File: config.mk
export PLATFORM = sky130hd
export DESIGN_NAME = bresenham_line_rasterizer
export DESIGN_NICKNAME = d
export VERILOG_FILES = /design/src/rtl/blr_pkg.sv /design/src/rtl/blr_ctrl.sv /design/src/rtl/blr_datapath.sv /design/src/rtl/bresenham_line_rasterizer.sv
export SDC_FILE = /design/constraint.sdc
export NUM_CORES = 1
export LEC_CHECK = 0
export ABC_AREA = 1
export BUFFER_PORTS_ARGS = -buffer_cell sky130_fd_sc_hd__clkbuf_2
export CORE_MARGIN = 2
export CORE_UTILIZATION = 33
export CTS_BUF_LIST = sky130_fd_sc_hd__clkbuf_2 sky130_fd_sc_hd__clkbuf_4 sky130_fd_sc_hd__clkbuf_8
export DETAILED_ROUTE_END_ITERATION = 10
export PLACE_DENSITY = 0.54
export SYNTH_ARGS = -nofsm -noshare
export SYNTH_HDL_FRONTEND = slang
export SYNTH_SLANG_ARGS = --single-unit
File: constraint.sdc
create_clock -name clk -period 12.35 [get_ports clk]
set_input_delay 1.235 -clock clk [delete_from_list [all_inputs] [get_ports clk]]
set_output_delay 1.235 -clock clk [all_outputs]
set_load 0.005 [all_outputs]
File: src/rtl/blr_pkg.sv
`timescale 1ns / 1ps
// Shared types and constants for the line rasterizer.
// No dependencies; used by every module of the block.
package blr_pkg;

  localparam int COORD_W  = 6;   // port width of one coordinate
  localparam int COLOR_W  = 16;
  localparam int SCREEN_W = 7;   // width of the screen size registers
  localparam int CFG_IDX_W = 2;

  localparam logic [CFG_IDX_W-1:0] CFG_SCREEN_WIDTH  = 2'd0;
  localparam logic [CFG_IDX_W-1:0] CFG_SCREEN_HEIGHT = 2'd1;

  localparam logic [SCREEN_W-1:0] SCREEN_RESET = 7'd64;

  typedef struct packed {
    logic [COORD_W-1:0] start_x;
    logic [COORD_W-1:0] start_y;
    logic [COORD_W-1:0] end_x;
    logic [COORD_W-1:0] end_y;
    logic [COLOR_W-1:0] pixel_color;
  } in_item_t;

  typedef struct packed {
    logic [COORD_W-1:0] pixel_x;
    logic [COORD_W-1:0] pixel_y;
    logic [COLOR_W-1:0] out_color;
    logic               visible;
    logic               last;
  } out_item_t;

  // controller -> datapath
  typedef struct packed {
    logic load;    // capture the line command
    logic setup;   // compute spans, ordering and initial error
    logic step;    // advance to the next point
  } ctrl_cmd_t;

  // datapath -> controller
  typedef struct packed {
    logic last_point;
  } dp_status_t;

endpackage

File: src/rtl/blr_ctrl.sv
`timescale 1ns / 1ps
// Sequencer for the line rasterizer: idle, setup, point generation.
// Depends on blr_pkg for the command and status structs.
module blr_ctrl (
  input  logic                clk,
  input  logic                rst,
  input  logic                in_valid,
  output logic                in_ready,
  output logic                out_valid,
  input  logic                out_ready,
  input  blr_pkg::dp_status_t status,
  output blr_pkg::ctrl_cmd_t  cmd
);

  typedef enum logic [2:0] {
    ST_IDLE  = 3'b001,
    ST_SETUP = 3'b010,
    ST_RUN   = 3'b100
  } state_t;

  state_t state, state_next;

  always_ff @(posedge clk) begin
    if (rst) begin
      state <= ST_IDLE;
    end else begin
      state <= state_next;
    end
  end

  always_comb begin
    state_next = state;
    in_ready   = 1'b0;
    out_valid  = 1'b0;
    cmd        = '0;
    case (state)
      ST_IDLE: begin
        // no command is taken while reset is held
        in_ready = ~rst;
        if (in_valid && !rst) begin
          cmd.load   = 1'b1;
          state_next = ST_SETUP;
        end
      end
      ST_SETUP: begin
        cmd.setup  = 1'b1;
        state_next = ST_RUN;
      end
      ST_RUN: begin
        out_valid = 1'b1;
        if (out_ready) begin
          cmd.step = 1'b1;
          if (status.last_point) begin
            state_next = ST_IDLE;
          end
        end
      end
      default: begin
        state_next = ST_IDLE;
      end
    endcase
  end

endmodule

File: src/rtl/blr_datapath.sv
`timescale 1ns / 1ps
// Bresenham datapath: command capture, span setup, point/error update, clipping.
// Depends on blr_pkg for the item and command types.
module blr_datapath #(
  parameter int COORD_BITS = 6
) (
  input  logic                             clk,
  input  blr_pkg::ctrl_cmd_t               cmd,
  output blr_pkg::dp_status_t              status,
  input  blr_pkg::in_item_t                in_data,
  input  logic [blr_pkg::SCREEN_W-1:0]     screen_width,
  input  logic [blr_pkg::SCREEN_W-1:0]     screen_height,
  output blr_pkg::out_item_t               out_data
);

  localparam int CB = COORD_BITS;
  localparam int EW = COORD_BITS + 2;   // signed error term

  // captured command
  logic [CB-1:0]               sx, sy, ex, ey;
  logic [blr_pkg::COLOR_W-1:0] color;

  // walk state
  logic [CB-1:0] m, m_end, n, d, minor;
  logic [EW-1:0] err;
  logic          up, steep;

  // setup terms
  logic [CB:0]   dx, dy;
  logic [CB-1:0] adx, ady;
  logic          steep_c, swap_c;
  logic [CB-1:0] a_maj, a_min, b_maj, b_min;
  logic [CB-1:0] m0, m_end0, n0, n_end0, span_maj, span_min;

  always_comb begin
    dx       = {1'b0, ex} - {1'b0, sx};
    dy       = {1'b0, ey} - {1'b0, sy};
    adx      = dx[CB] ? CB'(~dx + 1'b1) : dx[CB-1:0];
    ady      = dy[CB] ? CB'(~dy + 1'b1) : dy[CB-1:0];
    steep_c  = ady > adx;
    a_maj    = steep_c ? sy : sx;
    a_min    = steep_c ? sx : sy;
    b_maj    = steep_c ? ey : ex;
    b_min    = steep_c ? ex : ey;
    swap_c   = a_maj > b_maj;
    m0       = swap_c ? b_maj : a_maj;
    m_end0   = swap_c ? a_maj : b_maj;
    n0       = swap_c ? b_min : a_min;
    n_end0   = swap_c ? a_min : b_min;
    span_maj = steep_c ? ady : adx;
    span_min = steep_c ? adx : ady;
  end

  // error update for one step; sign bit selects the minor move
  logic [EW-1:0] err_sub;
  assign err_sub = err - {2'b00, minor};

  always_ff @(posedge clk) begin
    if (cmd.load) begin
      sx    <= in_data.start_x[CB-1:0];
      sy    <= in_data.start_y[CB-1:0];
      ex    <= in_data.end_x[CB-1:0];
      ey    <= in_data.end_y[CB-1:0];
      color <= in_data.pixel_color;
    end
    if (cmd.setup) begin
      m     <= m0;
      m_end <= m_end0;
      n     <= n0;
      up    <= n0 < n_end0;
      steep <= steep_c;
      d     <= span_maj;
      minor <= span_min;
      err   <= {3'b000, span_maj[CB-1:1]};
    end else if (cmd.step) begin
      m <= m + 1'b1;
      if (err_sub[EW-1]) begin
        n   <= up ? n + 1'b1 : n - 1'b1;
        err <= err_sub + {2'b00, d};
      end else begin
        err <= err_sub;
      end
    end
  end

  logic [CB-1:0]               px, py;
  logic [blr_pkg::COORD_W-1:0] px_ext, py_ext;

  always_comb begin
    px     = steep ? n : m;
    py     = steep ? m : n;
    px_ext = blr_pkg::COORD_W'(px);
    py_ext = blr_pkg::COORD_W'(py);
    status.last_point  = (m == m_end);
    out_data.pixel_x   = px_ext;
    out_data.pixel_y   = py_ext;
    out_data.out_color = color;
    out_data.visible   = (blr_pkg::SCREEN_W'(px_ext) < screen_width) &&
                         (blr_pkg::SCREEN_W'(py_ext) < screen_height);
    out_data.last      = status.last_point;
  end

endmodule

File: src/rtl/bresenham_line_rasterizer.sv
`timescale 1ns / 1ps
// Bresenham line rasterizer, top level. Depends on blr_pkg, blr_ctrl, blr_datapath.
// First point: valid after the command is accepted and the setup state has loaded
//   the walk registers.
// Throughput: one point per cycle while out_ready is high; a new command is
//   taken only after the last point of the line has been accepted.
// Reset (rst, synchronous): sequencer idle with in_ready low while rst is held,
//   screen width and height back to 64.
module bresenham_line_rasterizer #(
  parameter int COORD_BITS = 6   // coordinates taken modulo 2^COORD_BITS, 4..6
) (
  input  logic                               clk,
  input  logic                               rst,
  // line commands
  input  logic                               in_valid,
  output logic                               in_ready,
  input  blr_pkg::in_item_t                  in_data,
  // generated points
  output logic                               out_valid,
  input  logic                               out_ready,
  output blr_pkg::out_item_t                 out_data,
  // configuration writes
  input  logic                               cfg_wr_en,
  input  logic [blr_pkg::CFG_IDX_W-1:0]      cfg_index,
  input  logic [blr_pkg::SCREEN_W-1:0]       cfg_data
);

  // Screen size registers. Unknown indexes are ignored.
  logic [blr_pkg::SCREEN_W-1:0] screen_width, screen_height;

  always_ff @(posedge clk) begin
    if (rst) begin
      screen_width  <= blr_pkg::SCREEN_RESET;
      screen_height <= blr_pkg::SCREEN_RESET;
    end else if (cfg_wr_en) begin
      case (cfg_index)
        blr_pkg::CFG_SCREEN_WIDTH:  screen_width  <= cfg_data;
        blr_pkg::CFG_SCREEN_HEIGHT: screen_height <= cfg_data;
        default: begin
        end
      endcase
    end
  end

  blr_pkg::ctrl_cmd_t  cmd;
  blr_pkg::dp_status_t status;

  // Sequencer: takes a command in idle, passes through a setup state, then walks the
  // line one point per accepted output item.
  blr_ctrl u_ctrl (
    .clk       (clk),
    .rst       (rst),
    .in_valid  (in_valid),
    .in_ready  (in_ready),
    .out_valid (out_valid),
    .out_ready (out_ready),
    .status    (status),
    .cmd       (cmd)
  );

  // Datapath: points come straight from the walk registers; clipping only
  // flags a point, it never drops one.
  blr_datapath #(
    .COORD_BITS (COORD_BITS)
  ) u_datapath (
    .clk           (clk),
    .cmd           (cmd),
    .status        (status),
    .in_data       (in_data),
    .screen_width  (screen_width),
    .screen_height (screen_height),
    .out_data      (out_data)
  );

endmodule
# Word-level counts from Yosys, hierarchy flattened

Cells that the tools add are included.
Widths: inputs -> output; s select.

Add/subtract/negate cells: 9
Magnitude comparators: 5
Equal/unequal tests: 8
Muxes and demuxes: 34
Bitwise operators: 3
Reductions and logical operators: 10

Operators with widths:

| kind                | number |
|---|---|
| $mux 6              | 20 |
| $add 6x1->6 const B | 4 |
| $lt 6x7->1          | 2 |
| $sub 6x6->7         | 2 |
| $gt 6x6->1          | 2 |
| $not 6->6           | 2 |
| $mux 5              | 2 |
| $mux 3              | 3 |
| $pmux 3 s3          | 1 |
| $add 8x6->8         | 1 |
| $mux 8              | 1 |
| $sub 8x6->8         | 1 |
| $mux 1              | 7 |
| $eq 6x6->1          | 1 |
| $lt 6x6->1          | 1 |
| $reduce_and 2->1    | 3 |
| $sub 6x1->6 const B | 1 |
| $ne 2x2->1 const B  | 2 |
| $reduce_bool 2->1   | 2 |
| $eq 3x1->1 const B  | 1 |
| $eq 3x2->1 const B  | 1 |
| $eq 3x3->1 const B  | 1 |
| $reduce_and 3->1    | 1 |
| $eq 2x1->1 const B  | 1 |
| other kinds (5)     | 6 |

Register bits: 97
Input port bits: 54
Output and inout bits: 32
Logic and storage cells: 86

# Longest topological paths before layout

Depth in word-level cells: 9
Gate-level depth with buffers: 37
Mapped depth without buffers: 34

# Hierarchy

From an unflattened synthesis, not the netlist that was laid out.

Cell total of the unflattened synthesis: 819
Area total of the unflattened synthesis: 6673.9 sq um

Modules (own cells, without submodules):

| module                    | instances | cells an instance | area an instance (sq um) | sequential area each (sq um) |
|---|---|---|---|---|
| blr_datapath              | 1         | 705               | 5903.2                   | 2372.3 |
| bresenham_line_rasterizer | 1         | 90                | 613.1                    | 280.3 |
| blr_ctrl                  | 1         | 24                | 157.7                    | 60.1 |

# Least setup slack after synthesis

No wires, ideal clock.

Path type: register to register
Start: register u_datapath.sy[0]
End: register u_datapath.up (data pin)
Library setup time: 261 ps
Data arrival time: 4723 ps
Required time: 12089 ps
Path slack: 7366 ps
Cell stages (with the launch flop): 32
Path buffers: 4
Period minus slack after synthesis: 4984 ps
Path through: edfxtp_1 -> ha_1 -> fa_1 -> or2_2 -> nand2_1 -> nor3_1 -> nand3_1 -> nand2_1 -> nand2_1 -> nand2_1 -> ha_1 -> a21oi_1 -> nand3_4 -> nand2_4 -> buf_6 -> buf_6 -> nand2_1 -> o21ai_2 -> inv_2 -> ha_1 -> nand2_1 -> nor2_1 -> nand2_1 -> clkinv_1 -> o21ai_4 -> buf_4 -> buf_2 -> o21ai_1 -> ha_1 -> nand2_1 -> o21ai_0 -> a21oi_2

Cells in the longest elaborated chain, start to end: 9
Elaborated cells on any way between the ends: 13
Classes of those cells: add/sub (2); order compare (3); mux (7); bitwise (1)

RTL lines:

| item                      | line                                   | RTL |
|---|---|---|
| start, declared           | blr_datapath.sv:20                     | `logic [CB-1:0] sx, sy, ex, ey;` |
| start signal, assigned    | blr_datapath.sv:61                     | `sy <= in_data.start_y[CB-1:0];` |
| $sub 6x6->7               | blr_datapath.sv:37                     | `dy = {1'b0, ey} - {1'b0, sy};` |
| $not 6->6                 | blr_datapath.sv:39                     | `ady = dy[CB] ? CB'(~dy + 1'b1) : dy[CB-1:0];` |
| $add 6x1->6               | blr_datapath.sv:39                     |  |
| $mux 6                    | blr_datapath.sv:39                     |  |
| $gt 6x6->1                | blr_datapath.sv:40                     | `steep_c = ady > adx;` |
| $mux 6 (on tied branches) | blr_datapath.sv:41, blr_datapath.sv:43 |  |
| $gt 6x6->1                | blr_datapath.sv:45                     | `swap_c = a_maj > b_maj;` |
| $mux 6 (on tied branches) | blr_datapath.sv:48, blr_datapath.sv:49 |  |
| $lt 6x6->1 *              | blr_datapath.sv:70                     | `up <= n0 < n_end0;` |
| end signal, assigned      | blr_datapath.sv:70                     |  |
| end, declared             | blr_datapath.sv:26                     | `logic up, steep;` |

Every way passes the cells marked *; elsewhere a longest branch is shown, timed or not.
A chain may end at the register's enable or synchronous reset.

# Final worst setup path

Start: register u_datapath.ex[0]
End: register u_datapath.up (data pin)

Cells in the longest elaborated chain, start to end: 9
Elaborated cells on any way between the ends: 13
Classes of those cells: add/sub (2); order compare (3); mux (7); bitwise (1)

RTL lines:

| item                      | line                                   | RTL |
|---|---|---|
| start, declared           | blr_datapath.sv:20                     |  |
| start signal, assigned    | blr_datapath.sv:62                     | `ex <= in_data.end_x[CB-1:0];` |
| $sub 6x6->7               | blr_datapath.sv:36                     | `dx = {1'b0, ex} - {1'b0, sx};` |
| $not 6->6                 | blr_datapath.sv:38                     | `adx = dx[CB] ? CB'(~dx + 1'b1) : dx[CB-1:0];` |
| $add 6x1->6               | blr_datapath.sv:38                     |  |
| $mux 6                    | blr_datapath.sv:38                     |  |
| $gt 6x6->1                | blr_datapath.sv:40                     |  |
| $mux 6 (on tied branches) | blr_datapath.sv:41, blr_datapath.sv:43 |  |
| $gt 6x6->1                | blr_datapath.sv:45                     |  |
| $mux 6 (on tied branches) | blr_datapath.sv:48, blr_datapath.sv:49 |  |
| $lt 6x6->1 *              | blr_datapath.sv:70                     |  |

Marks and branches as above.

==> flow_summary.yaml <==
route:
  first_iter_violations: 252
  drc: 0
  via_per_inst: 4.534
  routed-via-count: 5078
  ant_nets: 0
  drt-wirelength-per-cell_um: 12.78
  drt-total-wl_um: 14310
  first_pass_iters: 4
synthesis:
  yosys.cell_types.count: 44
  syn-num-nets: 889
  syn_inst: 772
  syn_area_um2: 6511
  synth_edf_count: 77
  ys_seq_elements: 97
  ys.flop_type: "edfxtp_1"
  ys_async_sr_fraction: 0
  ys_seq_area_frac: 0.4166
  ys_warn_count: 0
  avgSynthCellArea_um2: 8.434
critical_path:
  critPathRequiredTime_ns: 12.50
  r2r_setup_slack_ns: 6.39
  cp_slowest_cell: "o21ai_4"
  crit_buf_inv: 4
  crit_arrival_ns: 6.11
  cpPeakStageDelay_ns: 0.58
  ff2ff_path_depth: 27
  end_kind: "flip-flop"
  cp_top_family: "compound AO/OA/AOI/OAI gates"
  crit_top_cell: "nand2_1"
  crit_path_start_kind: "flip-flop"
  r2r_end: "u_datapath.up"
  r2r-start: "u_datapath.ex[0]"
  crit_fanout: 57
  path_class: "flip-flop to flip-flop"
clocking:
  cts_tree: "yes"
  cts_buffers: 9
  path_clk_slew_ns: 0.10
  cts_resized: 0
  clk_latency_ns: 0.39
  clockBufferDepth: 2
  clock_sinks: 97
  cts_root_buf: "clkbuf_8"
  post_cts_buffers: 0
  hold_buffers: 0
  htreeDepth: 3
sta:
  rsz0062_at_grt: "false"
  skew_ns: 0.009678
  fin_crit_ns: 5.963
  post-route-period-util: 0.4828
  hold_viol_final: 0
  drv_slew: 0
  worst_pin_slew_ns: 1.077
  tns_ns: 0
  relSlewSlack: 0.2745
  setup_viol: 0
  fmax_mhz: 167.7
place:
  portBuffers: 85
  hpwlAfterDp_um: 11400
  gp_congestion: 0.8342
  place_area_um2: 7176
layout:
  stdcell_area_um2: 7376
  nets: 967
  antenna_cells: 0
  regArea_um2: 2713
  drive_gt1_frac: 0.1708
  fillerInstances: 2070
  syn2layout_area_growth_pct: 13.28
  multi_input_area_um2: 3263
global_route:
  grt_antenna_before_repair: 0
  grt_pass1_wl_um: 23520
  grt_pass1_vias: 4748
  grt_max_degree: 58
  grt_usage: 0.1446
  grt-ovfl-total: 0
floorplan:
  die_height_um: 144.5
  core_area_um2: 19400
  die-area_um2: 20870
  rows: 51
  start_util: 0.3357
  ios: 86
  die_w_um: 144.5
min_path:
  min_from: "screen_width[1]"
  hold_class: "flip-flop to flip-flop"
  hold_path_end: "screen_width[1]"
  whs_path_depth: 2
power:
  power.leakage_uw: 0.003342
  irDropWorstVdd_mv: 0.08264
  power.density_nw_per_um2: 171.2
  p_total_uw: 1263
run_status:
  status: "complete, no violations"
job:
  maxCapViolCount: 0
## tightest hold or removal path: stages (launching register included)
cell	delay (ns)
dfxtp_1	0.31
inv_1	0.06
a21oi_1	0.06
## synth_stat cells (2+ instances only)
library cell,count,share of area
o211ai_2,2,0.0038
o21a_1,5,0.0058
dfxtp_1,20,0.061
buf_6,4,0.0069
o211ai_1,6,0.0069
inv_1,107,0.062
fa_1,5,0.015
buf_2,4,0.0031
xor2_1,8,0.011
a21oi_1,45,0.035
o21ai_2,13,0.017
inv_2,6,0.0035
nand4_1,6,0.0058
nor3_1,5,0.0038
and2_1,6,0.0058
nand2_1,191,0.11
or2_2,8,0.0077
a21oi_2,4,0.0054
o21ai_0,48,0.037
edfxtp_1,77,0.36
nand2_2,2,0.0019
ha_1,58,0.11
nand3b_1,6,0.0069
xnor2_1,11,0.015
o21ai_1,22,0.017
clkbuf_1,9,0.0052
nor2_1,25,0.014
nand3_1,50,0.038
nor2_4,2,0.0035
buf_4,3,0.0035
## worst max-delay path by stage
| stage | startpoint | endpoint | slack (ns) | depth (start not counted) |
|---|---|---|---|---|
| floorplan | u_datapath.sy[0] | u_datapath.up | 7.37 | 31 |
| global placement | u_datapath.ex[0] | u_datapath.up | 6.46 | 27 |
| detailed placement | u_datapath.ex[0] | u_datapath.up | 6.39 | 27 |
| CTS | u_datapath.ex[0] | u_datapath.up | 6.36 | 27 |
| global route | u_datapath.ex[0] | u_datapath.up | 5.70 | 27 |
| finish | u_datapath.ex[0] | u_datapath.up | 6.39 | 27 |
## layer usage
layer,track usage,part of all wire,routed length (um),vias to the layer above
li1,-,-,-,2738
met1,0.2040,0.51,7265,2233
met2,0.2227,0.44,6276,96
met3,0.03079,0.041,587,11
met4,0.04292,0.013,180,0
met5,0,0,0,-
## cells by family after synthesis
logic type / share of synthesized area
simple gates: 0.2068
compound gates: 0.1399
buf+inv: 0.08436
flops: 0.4166
fa+ha+maj: 0.1268
xor+xnor: 0.02556
## metrics by stage
stage                     hold slack (ns)    util  setup WS, ns  instances
final                              0.4655  0.3802         6.387       1120
after global routing               0.4919  0.3802         5.696       1120
after CTS                          0.4679  0.3802         6.364       1120
after detailed placement           0.4509  0.3699         6.386       1104
after global placement             0.4456  0.3699         6.456       1104
after floorplan                    0.4295       -         7.366        772
## where the power goes
group          total (uW)  internal [uW]  switching [uW]
combinational         636            221             416
sequential            406            396            9.87
clock                 220           96.3             124
## cell usage in the layout, fill, tap and decap left out, drive strengths merged
master,n
nor3,6
o21bai,1
nand3b,6
clkinv,3
nor2,27
xor2,8
dfxtp,20
inv,117
xnor2,11
o21ai,84
o221ai,1
o22a,1
o211ai,8
a211oi,1
a31oi,1
a21o,1
buf,2
nand4,6
a21oi,50
or2,9
ha,58
o21a,5
clkbuf,94
edfxtp,77
nand2,194
fa,5
bufinv,1
and2,6
nand3,52
## area by class of cell
cell class,instances,share of cell area
Clock buffer,9,0.01679
Clock inverter,7,0.01035
Inverter,114,0.05802
Multi-Input combinational cell,541,0.4424
Sequential cell,97,0.3678
Tap cell,265,0.04495
Timing Repair Buffer,87,0.05971
## registers in the layout, summed over array words and instances (netlist names), 7 cells and up
register and count:
screen_height 7, screen_width 7, u_datapath.color 16, u_datapath.err 8
(Power assumes the default switching activity.)
